### config.mk
export PLATFORM = sky130hd
export DESIGN_NAME = hash_table_overflow_area_core_flat
export DESIGN_NICKNAME = d
export VERILOG_FILES = /design/src/htoa_pkg.sv /design/src/htoa_if.sv /design/src/htoa_ram.sv /design/src/htoa_front.sv /design/src/htoa_queue.sv /design/src/htoa_back.sv /design/src/hash_table_overflow_area_core.sv /design/src/flat_wrapper.sv
export SDC_FILE = /design/constraint.sdc
export NUM_CORES = 2
export LEC_CHECK = 0
export BUFFER_PORTS_ARGS = -buffer_cell sky130_fd_sc_hd__buf_2
export CORE_UTILIZATION = 60
export DETAILED_ROUTE_END_ITERATION = 10
export PLACE_DENSITY = 0.88
export SYNTH_ARGS = -nofsm -noshare
export SYNTH_HDL_FRONTEND = slang
export SYNTH_SLANG_ARGS = --single-unit
export TNS_END_PERCENT = 30
### constraint.sdc
create_clock -name clock -period 16 [get_ports clock]
set_input_delay 0.8 -clock clock [delete_from_list [all_inputs] [get_ports clock]]
set_output_delay 0.8 -clock clock [all_outputs]
set_load 0.02 [all_outputs]
### src/htoa_pkg.sv
package htoa_pkg;

   localparam int HOME_SLOTS     = 7;
   localparam int OVERFLOW_SLOTS = 2;
   localparam int TOTAL_SLOTS    = HOME_SLOTS + OVERFLOW_SLOTS;

   localparam int OP_W       = 2;
   localparam int KEY_W      = 31;
   localparam int PAYLOAD_W  = 64;
   localparam int STATUS_W   = 3;
   localparam int SLOT_IDX_W = 4;

   localparam int SLOT_W  = $clog2(TOTAL_SLOTS);
   localparam int HOME_W  = (HOME_SLOTS > 1) ? $clog2(HOME_SLOTS) : 1;
   localparam int OVF_W   = (OVERFLOW_SLOTS > 1) ? $clog2(OVERFLOW_SLOTS) : 1;
   localparam int NFO_W   = $clog2(OVERFLOW_SLOTS + 1);
   localparam int ENTRY_W = KEY_W + PAYLOAD_W;

   // key % HOME_SLOTS via exact reciprocal: q = (key * m) >> (KEY_W + l)
   localparam int HASH_L     = $clog2(HOME_SLOTS);
   localparam int HASH_SHIFT = KEY_W + HASH_L;
   localparam int RECIP_W    = KEY_W + 1;
   localparam int PROD_W     = KEY_W + RECIP_W;
   localparam logic [63:0] HASH_RECIP =
      ((64'd1 << HASH_SHIFT) + 64'(HOME_SLOTS) - 64'd1) / 64'(HOME_SLOTS);

   localparam int QUEUE_DEPTH = 2;
   localparam int QPTR_W      = (QUEUE_DEPTH > 1) ? $clog2(QUEUE_DEPTH) : 1;
   localparam int QCNT_W      = $clog2(QUEUE_DEPTH + 1);

   typedef enum logic [OP_W-1:0] {
      OP_INSERT = 2'd0,
      OP_SEARCH = 2'd1,
      OP_REMOVE = 2'd2
   } htoa_op_type;

   typedef enum logic [STATUS_W-1:0] {
      ST_INS_HOME = 3'd0,
      ST_INS_OVF  = 3'd1,
      ST_FULL     = 3'd2,
      ST_FOUND    = 3'd3,
      ST_MISS     = 3'd4,
      ST_REMOVED  = 3'd5
   } htoa_status_type;

   typedef struct packed {
      logic [OP_W-1:0]      op;
      logic [KEY_W-1:0]     key;
      logic [PAYLOAD_W-1:0] payload;
      logic [HOME_W-1:0]    home;
   } htoa_cmd_type;

   typedef struct packed {
      htoa_status_type       status;
      logic [SLOT_IDX_W-1:0] slot_index;
      logic [PAYLOAD_W-1:0]  found_payload;
   } htoa_rsp_type;

endpackage

### src/htoa_if.sv
interface htoa_req_if
   import htoa_pkg::*;
   ();
   logic                 valid;
   logic                 ready;
   logic [OP_W-1:0]      op;
   logic [KEY_W-1:0]     record_key;
   logic [PAYLOAD_W-1:0] record_payload;

   modport source (output valid, op, record_key, record_payload, input ready);
   modport sink   (input valid, op, record_key, record_payload, output ready);
endinterface

interface htoa_rsp_if
   import htoa_pkg::*;
   ();
   logic                  valid;
   logic                  ready;
   logic [STATUS_W-1:0]   status;
   logic [SLOT_IDX_W-1:0] slot_index;
   logic [PAYLOAD_W-1:0]  found_payload;

   modport source (output valid, status, slot_index, found_payload, input ready);
   modport sink   (input valid, status, slot_index, found_payload, output ready);
endinterface

### src/htoa_ram.sv
module htoa_ram #(
   parameter int WIDTH = 8,
   parameter int DEPTH = 4
) (
   input  logic                     clock,
   input  logic                     wr_en,
   input  logic [$clog2(DEPTH)-1:0] wr_addr,
   input  logic [WIDTH-1:0]         wr_data,
   input  logic [$clog2(DEPTH)-1:0] rd0_addr,
   output logic [WIDTH-1:0]         rd0_data,
   input  logic [$clog2(DEPTH)-1:0] rd1_addr,
   output logic [WIDTH-1:0]         rd1_data
);

   logic [WIDTH-1:0] mem_ff [DEPTH];

   always_ff @(posedge clock) begin
      if (wr_en) begin
         mem_ff[wr_addr] <= wr_data;
      end
      rd0_data <= mem_ff[rd0_addr];
      rd1_data <= mem_ff[rd1_addr];
   end

endmodule

### src/htoa_front.sv
module htoa_front
   import htoa_pkg::*;
(
   input  logic         clock,
   input  logic         reset,
   htoa_req_if.sink     req_ch,
   output logic         out_valid,
   input  logic         out_ready,
   output htoa_cmd_type out_cmd
);

   logic                 s1_valid_ff, s1_valid_in;
   logic [OP_W-1:0]      s1_op_ff;
   logic [KEY_W-1:0]     s1_key_ff;
   logic [PAYLOAD_W-1:0] s1_payload_ff;
   logic [PROD_W-1:0]    s1_prod_ff, s1_prod_in;
   logic                 s2_valid_ff, s2_valid_in;
   htoa_cmd_type         s2_cmd_ff, s2_cmd_in;

   logic                 s1_adv, s2_adv;
   logic [RECIP_W-1:0]   recip;
   logic [KEY_W-1:0]     quot, quot_mul;

   assign s2_adv       = !s2_valid_ff || out_ready;
   assign s1_adv       = !s1_valid_ff || s2_adv;
   assign req_ch.ready = s1_adv;

   // stage 1: key times reciprocal
   assign recip      = RECIP_W'(HASH_RECIP);
   assign s1_prod_in = PROD_W'(req_ch.record_key) * PROD_W'(recip);
   assign s1_valid_in = s1_adv ? req_ch.valid : s1_valid_ff;

   // stage 2: remainder = key - quotient * HOME_SLOTS
   assign quot     = KEY_W'(s1_prod_ff >> HASH_SHIFT);
   assign quot_mul = KEY_W'(quot * KEY_W'(HOME_SLOTS));

   always_comb begin
      s2_cmd_in.op      = s1_op_ff;
      s2_cmd_in.key     = s1_key_ff;
      s2_cmd_in.payload = s1_payload_ff;
      s2_cmd_in.home    = HOME_W'(s1_key_ff - quot_mul);
   end

   assign s2_valid_in = s2_adv ? s1_valid_ff : s2_valid_ff;

   always_ff @(posedge clock) begin
      if (reset) begin
         s1_valid_ff <= 1'b0;
         s2_valid_ff <= 1'b0;
      end else begin
         s1_valid_ff <= s1_valid_in;
         s2_valid_ff <= s2_valid_in;
      end
   end

   always_ff @(posedge clock) begin
      if (s1_adv) begin
         s1_op_ff      <= req_ch.op;
         s1_key_ff     <= req_ch.record_key;
         s1_payload_ff <= req_ch.record_payload;
         s1_prod_ff    <= s1_prod_in;
      end
      if (s2_adv) begin
         s2_cmd_ff <= s2_cmd_in;
      end
   end

   assign out_valid = s2_valid_ff;
   assign out_cmd   = s2_cmd_ff;

endmodule

### src/htoa_queue.sv
module htoa_queue
   import htoa_pkg::*;
(
   input  logic         clock,
   input  logic         reset,
   input  logic         in_valid,
   output logic         in_ready,
   input  htoa_cmd_type in_cmd,
   output logic         out_valid,
   input  logic         out_ready,
   output htoa_cmd_type out_cmd
);

   htoa_cmd_type      entry_ff [QUEUE_DEPTH];
   logic [QPTR_W-1:0] wr_ptr_ff, wr_ptr_in;
   logic [QPTR_W-1:0] rd_ptr_ff, rd_ptr_in;
   logic [QCNT_W-1:0] count_ff, count_in;
   logic              push, pop;

   function automatic logic [QPTR_W-1:0] ptr_next(input logic [QPTR_W-1:0] p);
      return (p == QPTR_W'(QUEUE_DEPTH - 1)) ? '0 : p + QPTR_W'(1);
   endfunction

   assign in_ready  = (count_ff != QCNT_W'(QUEUE_DEPTH));
   assign out_valid = (count_ff != '0);
   assign out_cmd   = entry_ff[rd_ptr_ff];
   assign push      = in_valid && in_ready;
   assign pop       = out_valid && out_ready;

   assign wr_ptr_in = push ? ptr_next(wr_ptr_ff) : wr_ptr_ff;
   assign rd_ptr_in = pop ? ptr_next(rd_ptr_ff) : rd_ptr_ff;

   always_comb begin
      count_in = count_ff;
      if (push && !pop) begin
         count_in = count_ff + QCNT_W'(1);
      end else if (pop && !push) begin
         count_in = count_ff - QCNT_W'(1);
      end
   end

   always_ff @(posedge clock) begin
      if (reset) begin
         wr_ptr_ff <= '0;
         rd_ptr_ff <= '0;
         count_ff  <= '0;
      end else begin
         wr_ptr_ff <= wr_ptr_in;
         rd_ptr_ff <= rd_ptr_in;
         count_ff  <= count_in;
      end
   end

   always_ff @(posedge clock) begin
      if (push) begin
         entry_ff[wr_ptr_ff] <= in_cmd;
      end
   end

endmodule

### src/htoa_back.sv
module htoa_back
   import htoa_pkg::*;
(
   input  logic         clock,
   input  logic         reset,
   input  logic         in_valid,
   output logic         in_ready,
   input  htoa_cmd_type in_cmd,
   htoa_rsp_if.source   rsp_ch
);

   typedef enum logic [1:0] {
      S_ISSUE = 2'b01,
      S_EXEC  = 2'b10
   } htoa_state_type;

   htoa_state_type    state_ff, state_in;
   htoa_cmd_type      cmd_ff, cmd_in;
   logic              slot_valid_ff [TOTAL_SLOTS];
   logic              slot_valid_in [TOTAL_SLOTS];
   logic              link_valid_ff [HOME_SLOTS];
   logic              link_valid_in [HOME_SLOTS];
   logic [OVF_W-1:0]  link_idx_ff [HOME_SLOTS];
   logic [OVF_W-1:0]  link_idx_in [HOME_SLOTS];
   logic [NFO_W-1:0]  nfo_ff, nfo_in;
   logic              rsp_valid_ff, rsp_valid_in;
   htoa_rsp_type      rsp_ff, rsp_in;

   logic              wr_en;
   logic [SLOT_W-1:0] wr_addr;
   logic [ENTRY_W-1:0] wr_data;
   logic [HOME_W-1:0] rd_home_idx;
   logic [SLOT_W-1:0] rd0_addr, rd1_addr;
   logic [ENTRY_W-1:0] rd_home, rd_ovf;

   logic [SLOT_W-1:0] home_abs, ov_abs, nfo_abs;
   logic [OVF_W-1:0]  ov_link;
   logic              home_taken, ov_hit, home_hit, has_room;

   // slot entries: {key, payload}, read at home and at linked overflow slot
   htoa_ram #(
      .WIDTH (ENTRY_W),
      .DEPTH (TOTAL_SLOTS)
   ) u_slots (
      .clock    (clock),
      .wr_en    (wr_en),
      .wr_addr  (wr_addr),
      .wr_data  (wr_data),
      .rd0_addr (rd0_addr),
      .rd0_data (rd_home),
      .rd1_addr (rd1_addr),
      .rd1_data (rd_ovf)
   );

   // keep reading for the current request while its response is stalled
   assign rd_home_idx = (state_ff == S_ISSUE) ? in_cmd.home : cmd_ff.home;
   assign rd0_addr    = SLOT_W'(rd_home_idx);
   assign rd1_addr    = SLOT_W'(HOME_SLOTS) + SLOT_W'(link_idx_ff[rd_home_idx]);

   assign home_abs   = SLOT_W'(cmd_ff.home);
   assign ov_link    = link_idx_ff[cmd_ff.home];
   assign ov_abs     = SLOT_W'(HOME_SLOTS) + SLOT_W'(ov_link);
   assign nfo_abs    = SLOT_W'(HOME_SLOTS) + SLOT_W'(nfo_ff);
   assign home_taken = slot_valid_ff[home_abs];
   assign has_room   = (nfo_ff < NFO_W'(OVERFLOW_SLOTS));
   assign ov_hit     = link_valid_ff[cmd_ff.home]
                    && (NFO_W'(ov_link) < NFO_W'(OVERFLOW_SLOTS))
                    && slot_valid_ff[ov_abs]
                    && (rd_ovf[ENTRY_W-1:PAYLOAD_W] == cmd_ff.key);
   assign home_hit   = !ov_hit && home_taken
                    && (rd_home[ENTRY_W-1:PAYLOAD_W] == cmd_ff.key);

   assign wr_data  = {cmd_ff.key, cmd_ff.payload};

   always_comb begin
      state_in      = state_ff;
      cmd_in        = cmd_ff;
      slot_valid_in = slot_valid_ff;
      link_valid_in = link_valid_ff;
      link_idx_in   = link_idx_ff;
      nfo_in        = nfo_ff;
      rsp_valid_in  = rsp_valid_ff && !rsp_ch.ready;
      rsp_in        = rsp_ff;
      wr_en         = 1'b0;
      wr_addr       = home_abs;
      in_ready      = 1'b0;

      unique case (state_ff)
         S_ISSUE: begin
            in_ready = 1'b1;
            if (in_valid) begin
               cmd_in   = in_cmd;
               state_in = S_EXEC;
            end
         end
         S_EXEC: begin
            if (!rsp_valid_ff || rsp_ch.ready) begin
               state_in             = S_ISSUE;
               rsp_valid_in         = 1'b1;
               rsp_in.found_payload = '0;
               rsp_in.slot_index    = SLOT_IDX_W'(home_abs);
               if (cmd_ff.op == OP_INSERT) begin
                  if (!home_taken) begin
                     wr_en                       = 1'b1;
                     slot_valid_in[home_abs]     = 1'b1;
                     link_valid_in[cmd_ff.home]  = 1'b0;
                     rsp_in.status               = ST_INS_HOME;
                  end else if (has_room) begin
                     // collision: next overflow slot, relink the home slot
                     wr_en                       = 1'b1;
                     wr_addr                     = nfo_abs;
                     slot_valid_in[nfo_abs]      = 1'b1;
                     link_valid_in[cmd_ff.home]  = 1'b1;
                     link_idx_in[cmd_ff.home]    = OVF_W'(nfo_ff);
                     nfo_in                      = nfo_ff + NFO_W'(1);
                     rsp_in.status               = ST_INS_OVF;
                     rsp_in.slot_index           = SLOT_IDX_W'(nfo_abs);
                  end else begin
                     rsp_in.status = ST_FULL;
                  end
               end else if (!ov_hit && !home_hit) begin
                  rsp_in.status = ST_MISS;
               end else begin
                  // overflow entry wins over home entry
                  rsp_in.slot_index    = ov_hit ? SLOT_IDX_W'(ov_abs)
                                                : SLOT_IDX_W'(home_abs);
                  rsp_in.found_payload = ov_hit ? rd_ovf[PAYLOAD_W-1:0]
                                                : rd_home[PAYLOAD_W-1:0];
                  if (cmd_ff.op == OP_REMOVE) begin
                     rsp_in.status = ST_REMOVED;
                     if (ov_hit) begin
                        slot_valid_in[ov_abs] = 1'b0;
                     end else begin
                        slot_valid_in[home_abs]    = 1'b0;
                        link_valid_in[cmd_ff.home] = 1'b0;
                     end
                  end else begin
                     rsp_in.status = ST_FOUND;
                  end
               end
            end
         end
         default: begin
            state_in = S_ISSUE;
         end
      endcase
   end

   always_ff @(posedge clock) begin
      if (reset) begin
         state_ff      <= S_ISSUE;
         slot_valid_ff <= '{default: 1'b0};
         link_valid_ff <= '{default: 1'b0};
         nfo_ff        <= '0;
         rsp_valid_ff  <= 1'b0;
      end else begin
         state_ff      <= state_in;
         slot_valid_ff <= slot_valid_in;
         link_valid_ff <= link_valid_in;
         nfo_ff        <= nfo_in;
         rsp_valid_ff  <= rsp_valid_in;
      end
   end

   always_ff @(posedge clock) begin
      cmd_ff      <= cmd_in;
      link_idx_ff <= link_idx_in;
      rsp_ff      <= rsp_in;
   end

   assign rsp_ch.valid         = rsp_valid_ff;
   assign rsp_ch.status        = rsp_ff.status;
   assign rsp_ch.slot_index    = rsp_ff.slot_index;
   assign rsp_ch.found_payload = rsp_ff.found_payload;

endmodule

### src/hash_table_overflow_area_core.sv
// Channel | Dir | Handshake   | Payload
// req_ch  | in  | valid/ready | op, record_key, record_payload
// rsp_ch  | out | valid/ready | status, slot_index, found_payload
//
// Each request passes through the back-end states S_ISSUE (slot RAM read)
// and S_EXEC (execute and write back); the back end takes a new request
// only in S_ISSUE, after the last one has been executed.
// Reset clears slot and link valid bits and the overflow fill pointer;
// slot RAM contents are not cleared, there is no clearing pass.
// A stalled response holds in its register; the back end then waits,
// the queue fills, the hash pipeline stops and req_ch.ready drops.
module hash_table_overflow_area_core
   import htoa_pkg::*;
(
   input  logic       clock,
   input  logic       reset,
   htoa_req_if.sink   req_ch,
   htoa_rsp_if.source rsp_ch
);

   // front -> queue
   logic         fq_valid, fq_ready;
   htoa_cmd_type fq_cmd;
   // queue -> back
   logic         qb_valid, qb_ready;
   htoa_cmd_type qb_cmd;

   // Front: accepts requests and computes the home slot (key mod
   // HOME_SLOTS) in two stages, multiply by reciprocal then back-multiply.
   htoa_front u_front (
      .clock     (clock),
      .reset     (reset),
      .req_ch    (req_ch),
      .out_valid (fq_valid),
      .out_ready (fq_ready),
      .out_cmd   (fq_cmd)
   );

   // Short queue decoupling the hash pipeline from the table engine.
   htoa_queue u_queue (
      .clock     (clock),
      .reset     (reset),
      .in_valid  (fq_valid),
      .in_ready  (fq_ready),
      .in_cmd    (fq_cmd),
      .out_valid (qb_valid),
      .out_ready (qb_ready),
      .out_cmd   (qb_cmd)
   );

   // Back: table engine with slot RAM, valid bits, links and the
   // overflow fill pointer, plus the response register.
   htoa_back u_back (
      .clock    (clock),
      .reset    (reset),
      .in_valid (qb_valid),
      .in_ready (qb_ready),
      .in_cmd   (qb_cmd),
      .rsp_ch   (rsp_ch)
   );

endmodule

### src/flat_wrapper.sv
// flat-port wrapper written by rule: the top's interface ports become plain ports
module hash_table_overflow_area_core_flat import htoa_pkg::*;
  (clock, reset, req_ch_valid, req_ch_op, req_ch_record_key, req_ch_record_payload, req_ch_ready, rsp_ch_valid, rsp_ch_status, rsp_ch_slot_index, rsp_ch_found_payload, rsp_ch_ready);
  htoa_req_if req_ch_i ();
  htoa_rsp_if rsp_ch_i ();
  input  logic clock;
  input  logic reset;
  input wire logic [$bits(req_ch_i.valid)-1:0] req_ch_valid;
  input wire logic [$bits(req_ch_i.op)-1:0] req_ch_op;
  input wire logic [$bits(req_ch_i.record_key)-1:0] req_ch_record_key;
  input wire logic [$bits(req_ch_i.record_payload)-1:0] req_ch_record_payload;
  output wire logic [$bits(req_ch_i.ready)-1:0] req_ch_ready;
  output wire logic [$bits(rsp_ch_i.valid)-1:0] rsp_ch_valid;
  output wire logic [$bits(rsp_ch_i.status)-1:0] rsp_ch_status;
  output wire logic [$bits(rsp_ch_i.slot_index)-1:0] rsp_ch_slot_index;
  output wire logic [$bits(rsp_ch_i.found_payload)-1:0] rsp_ch_found_payload;
  input wire logic [$bits(rsp_ch_i.ready)-1:0] rsp_ch_ready;
  assign req_ch_i.valid = req_ch_valid;
  assign req_ch_i.op = req_ch_op;
  assign req_ch_i.record_key = req_ch_record_key;
  assign req_ch_i.record_payload = req_ch_record_payload;
  assign req_ch_ready = req_ch_i.ready;
  assign rsp_ch_valid = rsp_ch_i.valid;
  assign rsp_ch_status = rsp_ch_i.status;
  assign rsp_ch_slot_index = rsp_ch_i.slot_index;
  assign rsp_ch_found_payload = rsp_ch_i.found_payload;
  assign rsp_ch_i.ready = rsp_ch_ready;
  hash_table_overflow_area_core u_core (.clock(clock), .reset(reset), .req_ch(req_ch_i), .rsp_ch(rsp_ch_i));
endmodule
==> impl_metrics.csv <==
group,metric,value,unit
clocking,clk_path_buf_depth,3,
worst_setup_path,crit_path_end_kind,"flop",
outcome,status,"finished clean",
placement,dp_hpwl,76700,µm
floorplanning,ios,174,
synth,synth.top_cell.area_share,0.662,
sta,fmax,0.175,GHz
floorplanning,die-width,331,µm
sta,timing.final.crit_share,0.358,
synth,synth_edf_count,1433,
synth,synthArstFlopShare,0,
sta,layout_setup_ws,10.28,ns
detailed_routing,first_pass_iters,9,
detailed_routing,drt_wl_total,146000,µm
placement,io_buffers,173,
worst_setup_path,reg2reg_to,"u_core.u_back.u_slots.rd1_data[38]",
clocking,cts_tree,"yes",
flow_run,cap_violations,0,
synth,ys_seq_area_frac,0.729,
clocking,post_cts_buffers,0,
floorplanning,initial_core_util,0.607,
grt,track_usage,0.269,
clocking,cts_inserted_buffers,151,
clocking,cts_repair_resize_count,0,
sta,hold_viol_final,0,
worst_setup_path,cp-start-kind,"primary input",
sta,setup_tns,0,ns
detailed_routing,drt_iter0_drc,3859,
clocking,htreeDepth,4,
cells_and_area,multi_input_area,0.0163,mm²
worst_hold_path,min_to,"u_core.u_front.s1_payload_ff[36]",
grt,grt_pass1_vias,34700,
floorplanning,core,0.107,mm²
synth,yosysUniqueCellTypes,60,
cells_and_area,regArea,0.0474,mm²
floorplanning,die_y,331,µm
worst_setup_path,cp_max_fo,5,
power,vdd_drop_max,0.241,mV
detailed_routing,vias,32800,
synth,syn_area_per_cell,19.2,µm²
clocking,clk_pin_slew,0.07,ns
synth,yosys_warnings,0,
grt,antenna_found_initial,2,
sta,slew_headroom,0.173,
worst_setup_path,required,16.52,ns
floorplanning,num_rows,120,
cells_and_area,area_growth,11.8,%
worst_hold_path,hold_depth,1,
synth,syn-cell-area,0.0650,mm²
sta,final.min_clock_period,5.72,ns
synth,netlist_instances,3394,
sta,finalSetupViolCount,0,
cells_and_area,antenna_cells,0,
synth,synth_nets,3825,
clocking,cts_hold_buffers,0,
clocking,clk_latency,0.79,ns
worst_setup_path,reg2reg_depth,7,
cells_and_area,drive_above_1_share,0.241,
grt,grt_overflow,0,
cells_and_area,nFillCells,6142,
power,finalPower,14.0,mW
grt,grt_max_degree,147,
sta,fin_skew,0.0604,ns
detailed_routing,viasPerCell,6.33,
detailed_routing,remaining_drc_errors,0,
placement,routabilityCongestion,0.915,
sta,final_max_slew_viol_count,0,
cells_and_area,post-route-util,0.678,
grt,grt_pass1_wl,217000,µm
synth,yosysTopAreaCell,"edfxtp_1",
clocking,root_buffer,"clkbuf_16",
worst_setup_path,reg2reg_slack,10.41,ns
sta,rsz0062_at_grt,"no",
detailed_routing,ant_nets,0,
worst_hold_path,hp-start,"req_ch_record_payload[36]",
synth,synth.area.top_cells,"edfxtp_1 (66%), mux4_2 (6.7%), dfxtp_1 (6.7%), fa_1 (4.3%), mux2_2 (4.1%)",
clocking,cts_sinks,1651,
worst_hold_path,hold_path.class,"primary input to flop",
cells_and_area,fin_area,0.0727,mm²
power,power_density,192,mW/mm²
placement,dpl_cell_area,0.0676,mm²
sta,whs,0.190,ns
placement,place_ws,9.50,ns
power,total_leakage_power,25.7,nW
worst_setup_path,worst_ep_arrival_time,6.24,ns
placement,dp_cells,4900,
detailed_routing,wl_per_cell,28.2,µm
worst_setup_path,crit_type,"primary input to flop",
cells_and_area,final_cell_count_no_fill,5182,
synth,synth_seq_cells,1651,
sta,worst_pin_slew,1.24,ns
cells_and_area,final_nets,4081,
synth,synth_ff_type,"edfxtp_1",
floorplanning,dieArea,0.110,mm²
-- layer usage --
| metal | part of all wire | global-route usage |
|---|---|---|
| met4 | 0.038 | 0.104 |
| met2 | 0.51 | 0.463 |
| met1 | 0.36 | 0.340 |
| met5 | 0.00018 | 0 |
| met3 | 0.092 | 0.0504 |
-- kinds of logic after synthesis --
| group | share of synthesized area |
|---|---|
| muxes | 0.120 |
| buffers and inverters | 0.0219 |
| AOI/OAI and AO/OA | 0.0160 |
| and+or+nand+nor | 0.0218 |
| DFF | 0.729 |
| xor gates and xnor gates | 0.0117 |
| adders and majority gates | 0.0797 |
-- how the worst max path moves through the flow --
stage	slack [ns]	from	to	cells past startpoint
global route	10.12	req_ch_record_key[29]	u_core.u_front.s1_prod_ff[34]	23
detailed placement	9.50	req_ch_record_key[29]	u_core.u_front.s1_prod_ff[34]	23
CTS	10.33	req_ch_record_key[29]	u_core.u_front.s1_prod_ff[34]	23
floorplan	3.88	rsp_ch_ready	u_core.u_back.u_slots.mem_ff[5][0]	7
finish	10.28	req_ch_record_key[29]	u_core.u_front.s1_prod_ff[34]	23
global placement	9.64	req_ch_record_key[29]	u_core.u_front.s1_prod_ff[34]	23
-- Yosys cell counts (4+ instances only) --
library cell  number
o21ai_0           21
a21oi_1           92
nand3_1           17
inv_1            236
or2_2              5
a21o_1            10
dfxtp_1          218
nor3_1            18
o211ai_1           5
mux2_2           239
fa_1             140
nand4_1           15
or3_1              4
nor4_1            19
xnor2_1           46
buf_1             18
nor2b_1            9
nand2_1          156
mux2_1            50
a211oi_1           4
o21a_1             4
clkbuf_1          26
edfxtp_1        1433
nand2b_1          13
ha_1             190
mux4_2           194
nor2_1            44
buf_6              6
buf_2             56
mux2i_1           17
and3_1             6
xor2_1            41
-- flip-flops by register name (all words and copies together) (netlist names), 4 cells and up, named ones only --
register / cells
u_core.u_front.s1_prod_ff: 4
u_core.u_back.rsp_ch.slot_index: 4
u_core.u_front.out_cmd: 100
u_core.u_back.u_slots.rd0_data: 95
u_core.u_back.u_slots.rd1_data: 95
u_core.u_queue.entry_ff: 200
u_core.u_back.link_idx_ff: 7
u_core.u_front.s1_payload_ff: 64
u_core.u_back.rsp_ch.found_payload: 64
u_core.u_back.slot_valid_ff: 9
u_core.u_back.u_slots.mem_ff: 855
u_core.u_front.s1_key_ff: 30
u_core.u_back.cmd_ff: 100
-- critical path, cell delays in order --
cell,delay (ns)
buf_2,0.13
inv_1,0.05
ha_1,0.32
fa_1,0.51
inv_1,0.05
fa_1,0.51
inv_1,0.06
fa_1,0.49
inv_1,0.05
fa_1,0.51
fa_1,0.55
inv_1,0.05
fa_1,0.49
inv_1,0.04
ha_1,0.29
ha_1,0.35
nand4_1,0.14
nor2_1,0.15
and3_1,0.21
nand2_1,0.05
a31o_2,0.20
o211ai_1,0.11
xor2_1,0.10
-- where the power goes --
group,switching (mW),internal [mW],total [mW],leakage (nW)
Combinational,2.44,2.02,4.46,8.19
Clock,1.61,2.05,3.66,2.48
Sequential,0.418,5.45,5.87,15.1
-- area by class of cell --
| cell class | count | area share |
|---|---|---|
| repair buffers | 212 | 0.0165 |
| flip-flops and latches | 1651 | 0.652 |
| multi-input cells | 1398 | 0.225 |
| well taps | 1403 | 0.0242 |
| clock buffers | 200 | 0.0577 |
| inverters | 236 | 0.0123 |
| clock inverters | 82 | 0.0124 |
-- placed cells by master, fill, tap and decap left out, types with 5 or more instances in the layout --
cell,n
fa_1,140
ha_1,190
buf_2,173
dfxtp_1,217
nor3_2,5
bufinv_16,11
nor3_1,14
clkbuf_16,152
clkbuf_8,21
clkinv_16,6
xor2_1,41
clkbuf_1,27
or2_2,5
nor2_1,38
o21ai_0,21
buf_4,36
mux2i_1,17
a21o_1,9
mux2_1,50
nand2b_1,13
nor4_1,19
nor2_4,6
edfxtp_1,1433
nor2b_1,9
inv_1,234
clkinv_2,26
nand4_1,15
nand3_1,17
a21oi_1,91
mux2_2,239
clkinv_1,24
xnor2_1,46
o211ai_1,5
nand2_1,154
mux4_2,194
No activity file was read; power rests on OpenSTA's default activity.
